$ cat src/hdl/register_mask_cover_table_unit_macros.svh
// Assertion macros shared by the register mask cover table RTL.
`ifndef REGISTER_MASK_COVER_TABLE_UNIT_MACROS_SVH
`define REGISTER_MASK_COVER_TABLE_UNIT_MACROS_SVH

// Same-cycle implication, disabled during reset.
`define RMCT_ASSERT_NOW(lbl, clk, rst_n, ante, cons) \
  lbl: assert property (@(posedge clk) disable iff (!rst_n) (ante) |-> (cons)) \
    else $error("rmct assertion failed");

// Next-cycle implication, disabled during reset.
`define RMCT_ASSERT_NEXT(lbl, clk, rst_n, ante, cons) \
  lbl: assert property (@(posedge clk) disable iff (!rst_n) (ante) |=> (cons)) \
    else $error("rmct assertion failed");

`endif

$ cat src/hdl/rmct_pkg.sv
// Types, codes and helpers for the register mask cover table.
`default_nettype none

package rmct_pkg;

  localparam logic ACT_INSERT = 1'b0;
  localparam logic ACT_QUERY  = 1'b1;

  localparam logic [2:0] ST_INSERTED  = 3'd0;
  localparam logic [2:0] ST_DUPLICATE = 3'd1;
  localparam logic [2:0] ST_FULL      = 3'd2;
  localparam logic [2:0] ST_FOUND     = 3'd3;
  localparam logic [2:0] ST_NONE      = 3'd4;

  typedef struct packed {
    logic        action;
    logic [31:0] reg_mask;
    logic [63:0] target_address;
    logic [15:0] stack_amount;
    logic        landing_pad;
    logic [31:0] committed_mask;
    logic        strict_match;
  } in_req_t;

  typedef struct packed {
    logic [2:0]  status;
    logic [5:0]  entry_index;
    logic [31:0] entry_mask;
    logic [63:0] entry_address;
    logic [15:0] entry_stack;
    logic        entry_pad;
  } out_rsp_t;

  typedef struct packed {
    logic [31:0] mask;
    logic [63:0] addr;
    logic [15:0] stack;
    logic        pad;
  } entry_t;

  typedef struct packed {
    logic clear;
    logic en;
  } scan_ctl_t;

  typedef struct packed {
    logic found;
    logic dup;
  } scan_flag_t;

  // Adder-tree popcount of a 32-bit mask.
  function automatic logic [5:0] popcount32(input logic [31:0] v);
    logic [1:0] l1 [16];
    logic [2:0] l2 [8];
    logic [3:0] l3 [4];
    logic [4:0] l4 [2];
    for (int i = 0; i < 16; i++) l1[i] = {1'b0, v[2*i]} + {1'b0, v[2*i+1]};
    for (int i = 0; i < 8; i++)  l2[i] = {1'b0, l1[2*i]} + {1'b0, l1[2*i+1]};
    for (int i = 0; i < 4; i++)  l3[i] = {1'b0, l2[2*i]} + {1'b0, l2[2*i+1]};
    for (int i = 0; i < 2; i++)  l4[i] = {1'b0, l3[2*i]} + {1'b0, l3[2*i+1]};
    return {1'b0, l4[0]} + {1'b0, l4[1]};
  endfunction

endpackage

`default_nettype wire

$ cat src/hdl/rmct_cell.sv
// One table slot: holds an entry, rotates it to the neighbour or takes a write.
`default_nettype none

module rmct_cell
  import rmct_pkg::*;
(
  input  wire logic   clk,
  input  wire logic   shift_en,
  input  wire entry_t nbr_entry,
  input  wire logic   wr_en,
  input  wire entry_t wr_entry,
  output entry_t      entry
);

  entry_t entry_r;
  entry_t entry_nxt;

  always_comb begin
    entry_nxt = entry_r;
    if (shift_en) begin
      entry_nxt = nbr_entry;
    end else if (wr_en) begin
      entry_nxt = wr_entry;
    end
  end

  always_ff @(posedge clk) begin
    entry_r <= entry_nxt;
  end

  assign entry = entry_r;

endmodule

`default_nettype wire

$ cat config.mk
export PLATFORM = sky130hd
export DESIGN_NAME = rmct_cell
export DESIGN_NICKNAME = d
export VERILOG_FILES = /design/src/hdl/register_mask_cover_table_unit_macros.svh /design/src/hdl/rmct_pkg.sv /design/src/hdl/rmct_cell.sv
export SDC_FILE = /design/constraint.sdc
export NUM_CORES = 1
export LEC_CHECK = 0
export BUFFER_PORTS_ARGS = -buffer_cell sky130_fd_sc_hd__buf_2
export CELL_PAD_IN_SITES_DETAIL_PLACEMENT = 1
export CELL_PAD_IN_SITES_GLOBAL_PLACEMENT = 2
export CORE_MARGIN = 2
export CORE_UTILIZATION = 26
export DETAILED_ROUTE_END_ITERATION = 10
export PLACE_DENSITY_LB_ADDON = 0.1
export SLEW_MARGIN = 25
export SYNTH_ARGS = -nofsm -noshare
export SYNTH_HDL_FRONTEND = slang
export SYNTH_SLANG_ARGS = --single-unit
$ cat constraint.sdc
create_clock -name clk -period 5.36 [get_ports clk]
set_clock_uncertainty 0.05 [all_clocks]
set_input_delay 0.536 -clock clk [delete_from_list [all_inputs] [get_ports clk]]
set_output_delay 0.536 -clock clk [all_outputs]
set_load 0.02 [all_outputs]
==> impl_metrics.json <==
{
  "status": "complete, no violations",
  "slowest_delay_ns": 0.58,
  "crit_arrival_ns": 2.30,
  "tritoncts": "built",
  "via_per_inst": 4.10,
  "final_cell_area_sq_um": 7530,
  "nNetsFinal": 819,
  "overflow": 0,
  "synth_common_cells": "edfxtp_1 (113), mux2_4 (59), mux2_2 (54)",
  "hold_viol": 0,
  "period_minus_slack_ns": 2.31,
  "final-setup-viol-count": 0,
  "syn_inst": 240,
  "slew_headroom_pct": 43.6,
  "crit_chain": "buf_6 > or2_4 > buf_4",
  "synth_top_area_cell": "edfxtp_1",
  "grt_pass1_vias": 3816,
  "fin_tns_setup_ns": 0,
  "cts-htree-levels": 4,
  "antenna_found_initial": 4,
  "io_pins": 342,
  "min_path_type": "input port to flip-flop",
  "grt_pass1_wl_mm": 21.0,
  "peakVddDrop_v": 0.000204,
  "ys_ff_latch": 113,
  "grt_max_degree": 69,
  "synth_top_area_share_pct": 67.7,
  "crit_path_start_kind": "input port",
  "core-area_sq_um": 18800,
  "worstSetupPathType": "input port to flip-flop",
  "grt_use_met3_pct": 7.18,
  "use_met1_pct": 14.2,
  "drc": 0,
  "areaGrowthSynthToFinish_pct": 50.4,
  "yosysMostFrequentCell": "edfxtp_1",
  "maxCapViolations": 0,
  "clock_sinks": 113,
  "cp_slowest_cell": "or2_4",
  "cts_hold_buf": 0,
  "yosysWarnings": 0,
  "path_max_fanout": 68,
  "timing.fmax_ghz": 0.432,
  "tightestPinTransition_ns": 0.846,
  "rsz0062_at_grt": "no",
  "seq_area_frac_synth_pct": 67.7,
  "cp.required_ns": 5.35,
  "cts_buffer_depth": 2,
  "start_util_pct": 26.6,
  "crit_family": "buffers and inverters",
  "place_area_sq_um": 6960,
  "busiest_layer": "met2",
  "layout-drive-gt1-share_pct": 80.4,
  "dieArea_sq_um": 20400,
  "dieHeight_microns": 143,
  "synth_cell_types": 6,
  "dr_total_vias": 3543,
  "row_count": 50,
  "synth_area_leaders": "edfxtp_1 (68%), mux2_4 (18%), mux2_2 (12%), buf_6 (1.8%), buf_2 (0.50%)",
  "hpwlAfterDp_mm": 11.5,
  "grt_usage_pct": 14.2,
  "synth_edf_count": 113,
  "largest_reg_flops": 113,
  "drt_iter0_drc": 72,
  "p_per_area_nw_per_um2": 352,
  "final_antenna_net_count": 0,
  "fin_crit_sh_pct": 43.1,
  "synthArstFlopShare_pct": 0,
  "endpoint_kind": "flip-flop",
  "worst-path-buf-inv": 2,
  "synth_area_sq_um": 5010,
  "cts_buffers": 17,
  "drt-total-wl_mm": 14.8,
  "dr.pass1.iters": 4,
  "gr-usage-met2_pct": 24.5,
  "detail_route.wl_per_cell_microns": 17.1,
  "synth_area_per_cell_sq_um": 20.9,
  "cts-root-buf": "clkbuf_16",
  "place_ws_ns": 2.60,
  "power.leakage_uw": 0.00348,
  "die_w_microns": 143,
  "port-buffer-count": 341,
  "globalplace.congestion": 0.724,
  "worst_slack_ns": 3.05,
  "cts.clk_slew.worst_paths_ns": 0.05,
  "post_cts_buffers": 0,
  "postCtsResizedCells": 0,
  "slew_violations": 0,
  "ys.flop_type": "edfxtp_1",
  "syn_nets": 469
}
## kinds of logic after synthesis
| group | synth area share [%] |
|---|---|
| buffers and inverters | 2.30 |
| DFF | 67.7 |
| muxes | 29.8 |
| and+or+nand+nor | 0.125 |
## cells in the final DEF, fill, tap and decap left out
cell type and count:
buf_2 340, buf_4 3, buf_6 1, bufinv_16 3, clkbuf_16 17, clkinv_1 5
clkinv_2 3, clkinv_4 1, clkinvlp_4 2, diode_2 2, edfxtp_1 113, mux2_2 54
mux2_4 59, or2_4 1
## per-stage QoR
stage               std cells  hold slack, ns  power [uW]  utilization, %
floorplan                 240           0.703        1390               -
global placement          831           0.786        1580            36.9
detailed placement        831           0.790        1590            36.9
CTS                       862           0.351        2700            40.0
global route              864           0.359        2770            40.0
finish                    864           0.375        2660            40.0
## worst paths after layout
| path | start | to | slack (ns) | depth (start not counted) |
|---|---|---|---|---|
| worst min-delay path | wr_entry[53] | entry[53]$_DFFE_PP_ | 0.37 | 2 |
| worst max-delay path | shift_en | entry[38]$_DFFE_PP_ | 3.05 | 3 |
## cell type report
| cell class | instances | area, sq um |
|---|---|---|
| Timing Repair Buffer | 344 | 1740 |
| Fill cell | 2029 | 11300 |
| Clock buffer | 17 | 425 |
| Sequential cell | 113 | 3390 |
| Clock inverter | 14 | 148 |
| Multi-Input combinational cell | 114 | 1500 |
| Antenna cell | 2 | 5.00 |
| Tap cell | 260 | 325 |
## where the power goes
| part | total [uW] | internal, uW | switching [uW] | leakage [uW] |
|---|---|---|---|---|
| Combinational | 450 | 203 | 247 | 0.00206 |
| Sequential | 1110 | 1090 | 24.0 | 0.00115 |
| Clock | 1090 | 716 | 378 | 0.000276 |
| Total | 2660 | 2010 | 649 | 0.00348 |
## layer usage
metal | vias up | wire length, microns
met5 | - | 17
met1 | 1633 | 5240
met4 | 4 | 388
li1 | 1656 | -
met3 | 28 | 1770
met2 | 222 | 7360
(Power assumes the default switching activity.)
