$ cat src/hdl/register_mask_cover_table_unit_macros.svh
// Assertion macros shared by the register mask cover table RTL.
`ifndef REGISTER_MASK_COVER_TABLE_UNIT_MACROS_SVH
`define REGISTER_MASK_COVER_TABLE_UNIT_MACROS_SVH

// Same-cycle implication, disabled during reset.
`define RMCT_ASSERT_NOW(lbl, clk, rst_n, ante, cons) \
  lbl: assert property (@(posedge clk) disable iff (!rst_n) (ante) |-> (cons)) \
    else $error("rmct assertion failed");

// Next-cycle implication, disabled during reset.
`define RMCT_ASSERT_NEXT(lbl, clk, rst_n, ante, cons) \
  lbl: assert property (@(posedge clk) disable iff (!rst_n) (ante) |=> (cons)) \
    else $error("rmct assertion failed");

`endif

$ cat src/hdl/rmct_pkg.sv
// Types, codes and helpers for the register mask cover table.
`default_nettype none

package rmct_pkg;

  localparam logic ACT_INSERT = 1'b0;
  localparam logic ACT_QUERY  = 1'b1;

  localparam logic [2:0] ST_INSERTED  = 3'd0;
  localparam logic [2:0] ST_DUPLICATE = 3'd1;
  localparam logic [2:0] ST_FULL      = 3'd2;
  localparam logic [2:0] ST_FOUND     = 3'd3;
  localparam logic [2:0] ST_NONE      = 3'd4;

  typedef struct packed {
    logic        action;
    logic [31:0] reg_mask;
    logic [63:0] target_address;
    logic [15:0] stack_amount;
    logic        landing_pad;
    logic [31:0] committed_mask;
    logic        strict_match;
  } in_req_t;

  typedef struct packed {
    logic [2:0]  status;
    logic [5:0]  entry_index;
    logic [31:0] entry_mask;
    logic [63:0] entry_address;
    logic [15:0] entry_stack;
    logic        entry_pad;
  } out_rsp_t;

  typedef struct packed {
    logic [31:0] mask;
    logic [63:0] addr;
    logic [15:0] stack;
    logic        pad;
  } entry_t;

  typedef struct packed {
    logic clear;
    logic en;
  } scan_ctl_t;

  typedef struct packed {
    logic found;
    logic dup;
  } scan_flag_t;

  // Adder-tree popcount of a 32-bit mask.
  function automatic logic [5:0] popcount32(input logic [31:0] v);
    logic [1:0] l1 [16];
    logic [2:0] l2 [8];
    logic [3:0] l3 [4];
    logic [4:0] l4 [2];
    for (int i = 0; i < 16; i++) l1[i] = {1'b0, v[2*i]} + {1'b0, v[2*i+1]};
    for (int i = 0; i < 8; i++)  l2[i] = {1'b0, l1[2*i]} + {1'b0, l1[2*i+1]};
    for (int i = 0; i < 4; i++)  l3[i] = {1'b0, l2[2*i]} + {1'b0, l2[2*i+1]};
    for (int i = 0; i < 2; i++)  l4[i] = {1'b0, l3[2*i]} + {1'b0, l3[2*i+1]};
    return {1'b0, l4[0]} + {1'b0, l4[1]};
  endfunction

endpackage

`default_nettype wire

$ cat src/hdl/rmct_scan.sv
// Scan unit: examines the entry at the head of the chain, one slot per cycle.
`default_nettype none

module rmct_scan
  import rmct_pkg::*;
#(
  parameter int CNT_W = 7,
  parameter int IDX_W = 6
) (
  input  wire logic             clk,
  input  wire logic             rst_n,
  input  wire scan_ctl_t        ctl,
  input  wire logic             prefer_pad,
  input  wire in_req_t          req,
  input  wire logic [CNT_W-1:0] count,
  input  wire logic [CNT_W-1:0] step,
  input  wire entry_t           head,
  output scan_flag_t            flags,
  output logic [IDX_W-1:0]      best_idx,
  output entry_t                best_entry,
  output logic [IDX_W-1:0]      dup_idx
);

  scan_flag_t       flags_r, flags_nxt;
  logic [IDX_W-1:0] best_idx_r, best_idx_nxt;
  logic [5:0]       lead_pop_r, lead_pop_nxt;
  entry_t           best_r, best_nxt;
  logic [IDX_W-1:0] dup_idx_r, dup_idx_nxt;

  logic       in_use;
  logic       qualify;
  logic       is_dup;
  logic       take;
  logic [5:0] pop;

  always_comb begin
    in_use  = step < count;
    pop     = popcount32(head.mask);
    qualify = in_use && (req.action == ACT_QUERY)
              && ((head.mask & req.reg_mask) == req.reg_mask)
              && ((head.mask & req.committed_mask) == 32'd0)
              && (!req.strict_match || (head.mask == req.reg_mask));
    is_dup  = in_use && (req.action == ACT_INSERT)
              && (head.addr == req.target_address) && (head.mask == req.reg_mask);
    take    = qualify && (!flags_r.found || (pop < lead_pop_r)
              || ((pop == lead_pop_r) && prefer_pad && head.pad && !best_r.pad));

    flags_nxt    = flags_r;
    best_idx_nxt = best_idx_r;
    lead_pop_nxt = lead_pop_r;
    best_nxt     = best_r;
    dup_idx_nxt  = dup_idx_r;
    if (ctl.clear) begin
      flags_nxt = '0;
    end else if (ctl.en) begin
      if (take) begin
        flags_nxt.found = 1'b1;
        best_idx_nxt    = step[IDX_W-1:0];
        lead_pop_nxt    = pop;
        best_nxt        = head;
      end
      // keep the first matching slot only
      if (is_dup && !flags_r.dup) begin
        flags_nxt.dup = 1'b1;
        dup_idx_nxt   = step[IDX_W-1:0];
      end
    end
  end

  always_ff @(posedge clk) begin
    if (!rst_n) begin
      flags_r <= '0;
    end else begin
      flags_r <= flags_nxt;
    end
  end

  always_ff @(posedge clk) begin
    best_idx_r <= best_idx_nxt;
    lead_pop_r <= lead_pop_nxt;
    best_r     <= best_nxt;
    dup_idx_r  <= dup_idx_nxt;
  end

  assign flags      = flags_r;
  assign best_idx   = best_idx_r;
  assign best_entry = best_r;
  assign dup_idx    = dup_idx_r;

endmodule

`default_nettype wire

$ cat config.mk
export PLATFORM = sky130hd
export DESIGN_NAME = rmct_scan
export DESIGN_NICKNAME = d
export VERILOG_FILES = /design/src/hdl/register_mask_cover_table_unit_macros.svh /design/src/hdl/rmct_pkg.sv /design/src/hdl/rmct_scan.sv
export SDC_FILE = /design/constraint.sdc
export NUM_CORES = 1
export LEC_CHECK = 0
export ABC_AREA = 1
export BUFFER_PORTS_ARGS = -buffer_cell sky130_fd_sc_hd__buf_2
export CAP_MARGIN = 15
export CELL_PAD_IN_SITES_DETAIL_PLACEMENT = 1
export CELL_PAD_IN_SITES_GLOBAL_PLACEMENT = 2
export CORE_UTILIZATION = 26
export CTS_BUF_LIST = sky130_fd_sc_hd__clkbuf_8
export CTS_CLUSTER_DIAMETER = 60
export DETAILED_ROUTE_END_ITERATION = 8
export PLACE_DENSITY = 0.84
export RECOVER_POWER = 50
export SETUP_SLACK_MARGIN = 0.4
export SLEW_MARGIN = 20
export SYNTH_ARGS = -nofsm -noshare
export SYNTH_HDL_FRONTEND = slang
export SYNTH_SLANG_ARGS = --single-unit
export TNS_END_PERCENT = 1
$ cat constraint.sdc
create_clock -name clk -period 17.9 [get_ports clk]
set_clock_uncertainty 0.2 [all_clocks]
set_input_delay 2.685 -clock clk [delete_from_list [all_inputs] [get_ports clk]]
set_output_delay 2.685 -clock clk [all_outputs]
set_load 0.005 [all_outputs]
==> flow_summary.toml, run 1 <==
[status]
status = "complete, no violations"

[final_layout]
layout-drive-gt1-share = 0.237
syn2layout_area_growth_pct = 37.1
filler_free_cell_count_of_the_finished_design = 1552
final_nets = 1515
layout.cells.most_common_list = "buf_2, nand2_1, inv_1, clkbuf_1, edfxtp_1"
final_core_util = 0.366
layout_commonest_cell = "buf_2"

[clock_tree]
clock_tree.htree_level_count = 4
clk_path_buf_depth = 2
post-cts-setup-buffers = 0
clkLatencyLatePin_ps = 440
clock-sinks = 133
numCtsBuffers = 17
cts.clk_slew.worst_paths_ps = 90
tritoncts_clock_tree = "yes"
hold_fix_buffers_at_cts = 0
post_cts_resized = 0
cts_root_buf = "clkbuf_8"

[detailed_routing]
viasPerCell = 4.14
route.antenna.remaining_nets = 0
wl_per_cell_um = 16.5
drt_first_iter_violations = 214
vias = 6421
drt_pre_antenna_iters = 4
drcViolationCount = 0
drt_wl_total_um = 25600

[global_route]
grt_pass1_vias = 6837
wire_length_of_the_first_global_routing_pass_um = 37800
initial_antenna_violation_count = 6
use_met1 = 0.209
met3_usage = 0.0529
sum_of_overflow_across_all_layers_after_global_routing = 0
gr-usage-met2 = 0.318
grt_start_max_net_pins = 58
grt_most_used_layer = "met2"
grt_usage = 0.179

[logic_synthesis]
mappedNetlistNets = 1106
synth.yosys.warnings = 0
synth_seq_area_share = 0.546
ys_ff_latch = 133
postSynthAreaPerCell_sq_um = 9.69
netlist_area_sq_mm = 0.00728
post_synth_inst_count = 752
number_of_different_library_cells_in_the_post_synthesis_netlist = 21

[floorplan]
chipWidth_um = 169
fp.dieArea_sq_mm = 0.0287
initial_core_util = 0.267
placement_rows = 60
fp.dieH_um = 169
io_pins = 406
coreArea_sq_mm = 0.0273

[placement]
placed_cells = 1514
dp.final_hpwl_um = 21500
placement.io_buffers = 388
finalWeightedCongestion = 0.807

[worst_setup_path]
crit_start = "head[81]"
startpoint_types = "input pin"
crit_type = "input pin to flip-flop"
crit_path_max_fanout = 57
timing.critical_path.arrival_ps = 9710
number_of_buffer_and_inverter_stages_on_the_critical_path = 7
slowest_stage_cell_on_the_critical_path = "buf_4"
cp_slowest_stage_delay_ps = 720
reg2reg_from = "lead_pop_r[5]"
crit_path_frequent_cell = "fa_1"
cp_data_required_time_ps = 17780
end_kind = "flip-flop"
path_delay_family = "adder cells"

[sta]
report.final.slew_viol_count = 0
max_slew_margin = 0.462
min_period_ps = 9830
setup_viol = 0
setup_tns_after_final_layout_ps = 0
final_period_util = 0.549
fmaxAchievable_ghz = 0.102
worst_pin_slew_ps = 806
hold_viol = 0
rsz0062_at_grt = "no"

[power]
powerDensity_mw_per_mm2 = 102
cellLeakagePower_nw = 4.83
worst_voltage_drop_across_the_vdd_grid_mv = 0.0727

[run]
max_cap_viol = 0

[worst_hold_path]
hold_startpoint = "flags[0]"
hp-class = "flip-flop to flip-flop"
cell usage after synthesis (all sizes together):
| master | n | area, sq um |
|---|---|---|
| a21oi | 8 | 43.8 |
| xor2 | 4 | 35.0 |
| xnor2 | 8 | 70.1 |
| a21boi | 1 | 7.51 |
| nor2 | 100 | 380 |
| fa | 24 | 480 |
| nand3 | 10 | 55.1 |
| dfxtp | 2 | 40.0 |
| nand2 | 224 | 841 |
| o21bai | 1 | 7.51 |
| edfxtp | 131 | 3930 |
| nand3b | 1 | 7.51 |
| inv | 164 | 616 |
| ha | 51 | 638 |
| nand4 | 10 | 62.6 |
| o21ai | 13 | 65.1 |
kinds of logic (layout without fill, tap and decap cells):
| kind of cell | after synthesis | count (layout) | synth area share |
|---|---|---|---|
| compound gates | 23 | 23 | 0.0170 |
| flops | 133 | 133 | 0.546 |
| fa+ha+maj | 75 | 75 | 0.154 |
| other cells | 0 | 6 | 0 |
| simple gates | 345 | 345 | 0.185 |
| xor+xnor | 12 | 12 | 0.0144 |
| buf+inv | 164 | 586 | 0.0845 |
routing by layer:
layer	share of wire	routed length, um
met1	0.42	10700
met2	0.50	12800
met3	0.071	1830
met4	0.013	322
met5	0.00035	9
flip-flops by register name, summed over array words and instances (netlist names):
name        count
best_entry    113
best_idx        6
dup_idx         6
flags           2
lead_pop_r      6
final timing paths:
path                            cells past startpoint              to  slack (ps)
worst max-delay path                               27  best_entry[82]        8070
worst min-delay path                                2        flags[0]         290
worst max register to register                     12  best_entry[82]       14490
worst min register to register                      2        flags[0]         290
power by group:
group / switching [mW] / total (mW) / internal [mW]
registers: 0.0000000000685 / 0.355 / 0.355
logic: 0.209 / 0.364 / 0.155
clock network: 0.152 / 0.297 / 0.146
tightest hold or removal path: cells and delay by family, from the launching register on:
kind | cells | cell delay, ps
buffers and inverters | 1 | 70
flip-flops | 1 | 330
AO/OA/AOI/OAI | 1 | 50
metrics by stage:
step	setup WS (ps)	power (mW)	hold WS (ps)	cell area, sq um
floorplan	4340	0.614	258	7280
global placement	7820	0.708	273	9710
detailed placement	7680	0.723	281	9710
CTS	8170	1.04	294	10200
global route	7650	1.10	311	9970
finish	8070	1.02	290	9980
cell type report:
| class | count | area [sq um] |
|---|---|---|
| fillers | 3380 | 17300 |
| clock inverters | 15 | 211 |
| repair buffers | 390 | 1770 |
| multi-input cells | 455 | 2700 |
| diodes | 6 | 15.0 |
| flip-flops and latches | 133 | 3970 |
| clock buffers | 17 | 234 |
| inverters | 164 | 616 |
| well taps | 372 | 465 |
No activity file was read; power rests on OpenSTA's default activity.
==> inputs of run 2 (changes only) <==
==> constraint.sdc (replaced) <==
create_clock -name clk -period 10 [get_ports clk]
set_clock_uncertainty 0.2 [all_clocks]
set_input_delay 1.5 -clock clk [delete_from_list [all_inputs] [get_ports clk]]
set_output_delay 1.5 -clock clk [all_outputs]
set_load 0.005 [all_outputs]
==> run 2 against run 1 <==
  * Cell area fell by 0.83%
  * Clock power increased by 54%
  * Clock-buffer cell count unchanged
  * Wire length is 0.28% higher
  * Register-to-register slack lost 7300 ps
  * Critical endpoint is now best_entry[74]
  * Highest routed layer unchanged
==> flow_summary.toml, run 2 (same netlist as run 1, synthesis figures left out) <==
[worst_setup_path]
timing.critical_path.arrival_ps = 7850
end_kind = "flip-flop"
crit_type = "input pin to flip-flop"
timing.rr.end = "best_entry[74]"
crit_path_max_fanout = 66
r2r.worst_path.cells = 12
cp_data_required_time_ps = 9870
reg2reg_from = "lead_pop_r[5]"
r2r_setup_slack_ps = 7190
startpoint_types = "input pin"

[worst_hold_path]
hp-class = "flip-flop to flip-flop"
hold_end = "flags[0]"
hold_startpoint = "flags[0]"
min_path_cells = 2

[detailed_routing]
drt_wl_total_um = 25700
viasPerCell = 4.17
wl_per_cell_um = 16.6
vias = 6445
drt_pre_antenna_iters = 6
drt_first_iter_violations = 224
drcViolationCount = 0
route.antenna.remaining_nets = 0

[final_layout]
multi_input_comb_area_sq_mm = 0.00270
max_reg_flops = 113
layout-drive-gt1-share = 0.244
seq_area_sq_mm = 0.00397
filler_free_cell_count_of_the_finished_design = 1546
final_nets = 1515
fin_area_sq_mm = 0.00990
layout_commonest_cell = "buf_2"
fillers = 3367
syn2layout_area_growth_pct = 35.9
layout.cells.most_common_list = "buf_2, nand2_1, inv_1, clkbuf_1, edfxtp_1"
insertedDiodeCount = 0

[clock_tree]
cts_root_buf = "clkbuf_8"
clock_tree.htree_level_count = 4
clk_path_buf_depth = 2
hold_fix_buffers_at_cts = 0
cts.clk_slew.worst_paths_ps = 90
clock-sinks = 133
post_cts_resized = 0
numCtsBuffers = 17
post-cts-setup-buffers = 0
tritoncts_clock_tree = "yes"
clkLatencyLatePin_ps = 440

[power]
cellLeakagePower_nw = 4.82
worst_voltage_drop_across_the_vdd_grid_mv = 0.105
powerDensity_mw_per_mm2 = 176

[sta]
final_period_util = 0.798
timing.hold.ws_ps = 272
fmaxAchievable_ghz = 0.125
fin_ws_ps = 2020
rsz0062_at_grt = "no"
setup_tns_after_final_layout_ps = 0
max_slew_margin = 0.380
min_period_ps = 7980
worst_pin_slew_ps = 930
hold_viol = 0
setup_viol = 0
report.final.slew_viol_count = 0

[global_route]
grt_usage = 0.179
wire_length_of_the_first_global_routing_pass_um = 37400
sum_of_overflow_across_all_layers_after_global_routing = 0
grt_start_max_net_pins = 67
initial_antenna_violation_count = 2
grt_pass1_vias = 6835

[status]
status = "complete, no violations"

[floorplan]
initial_core_util = 0.267
chipWidth_um = 169
fp.dieArea_sq_mm = 0.0287
fp.dieH_um = 169
placement_rows = 60
coreArea_sq_mm = 0.0273
io_pins = 406

[placement]
dp.final_hpwl_um = 21700
placed_cells = 1514
placed_cell_area_sq_mm = 0.00971
dp_slack_ps = 1590
placement.io_buffers = 388
finalWeightedCongestion = 0.828

[run]
max_cap_viol = 0
==> run 2: changes by cell type in the layout (fill, tap and decap cells not counted) <==
cell,change
clkbuf_1,-10
clkinv_2,+2
diode_2,-6
clkinv_4,+2
buf_1,+1
clkinv_8,-1
bufinv_16,-3
buf_2,+9
==> run 2: layer usage <==
metal / GRT usage / part of all wire
met3: 0.0539 / 0.080
met2: 0.348 / 0.54
met4: 0.0529 / 0.017
met5: 0 / 0.0012
met1: 0.180 / 0.36
==> run 2: worst max path at each step <==
stage | startpoint | to | slack, ps | depth (start not counted)
floorplan | head[92] | best_entry[0] | 1110 | 25
global placement | head[92] | best_entry[64] | 1650 | 27
detailed placement | head[92] | best_entry[64] | 1590 | 27
CTS | head[92] | best_entry[52] | 2050 | 27
global route | head[92] | best_entry[74] | 1600 | 27
finish | head[92] | best_entry[74] | 2020 | 27
==> run 2: stage by stage <==
step | total power, mW | util
2_1_floorplan | 1.10 | -
3_3_place_gp | 1.29 | 0.356
3_5_place_dp | 1.30 | 0.356
4_1_cts | 1.78 | 0.370
5_1_grt | 1.90 | 0.363
6_report | 1.74 | 0.363
==> run 2: area by class of cell <==
type | instances | area share
Inverter | 164 | 0.0622
Timing Repair Buffer | 390 | 0.179
Clock buffer | 17 | 0.0236
Clock inverter | 15 | 0.0134
Sequential cell | 133 | 0.401
Multi-Input combinational cell | 455 | 0.273
Tap cell | 372 | 0.0470
==> run 2: critical path, stage by stage <==
cell and delay [ps]:
clkbuf_1 160, inv_1 110, fa_1 560, inv_1 60
fa_1 460, fa_1 530, fa_1 440, fa_1 500
inv_1 50, fa_1 470, inv_1 40, ha_1 210
fa_1 460, a21oi_1 160, o21ai_0 110, xor2_1 220
ha_1 270, nand2_1 90, nor2_1 60, o21ai_1 70
inv_1 50, nor2_1 90, nor2_1 60, nor2_1 100
nand3_1 130, nor2_4 110, buf_4 690
==> run 2: where the power goes <==
group | internal [mW] | switching, mW | total (mW)
clock | 0.183 | 0.274 | 0.457
sequential | 0.636 | 0.000000000132 | 0.636
combinational | 0.276 | 0.371 | 0.646
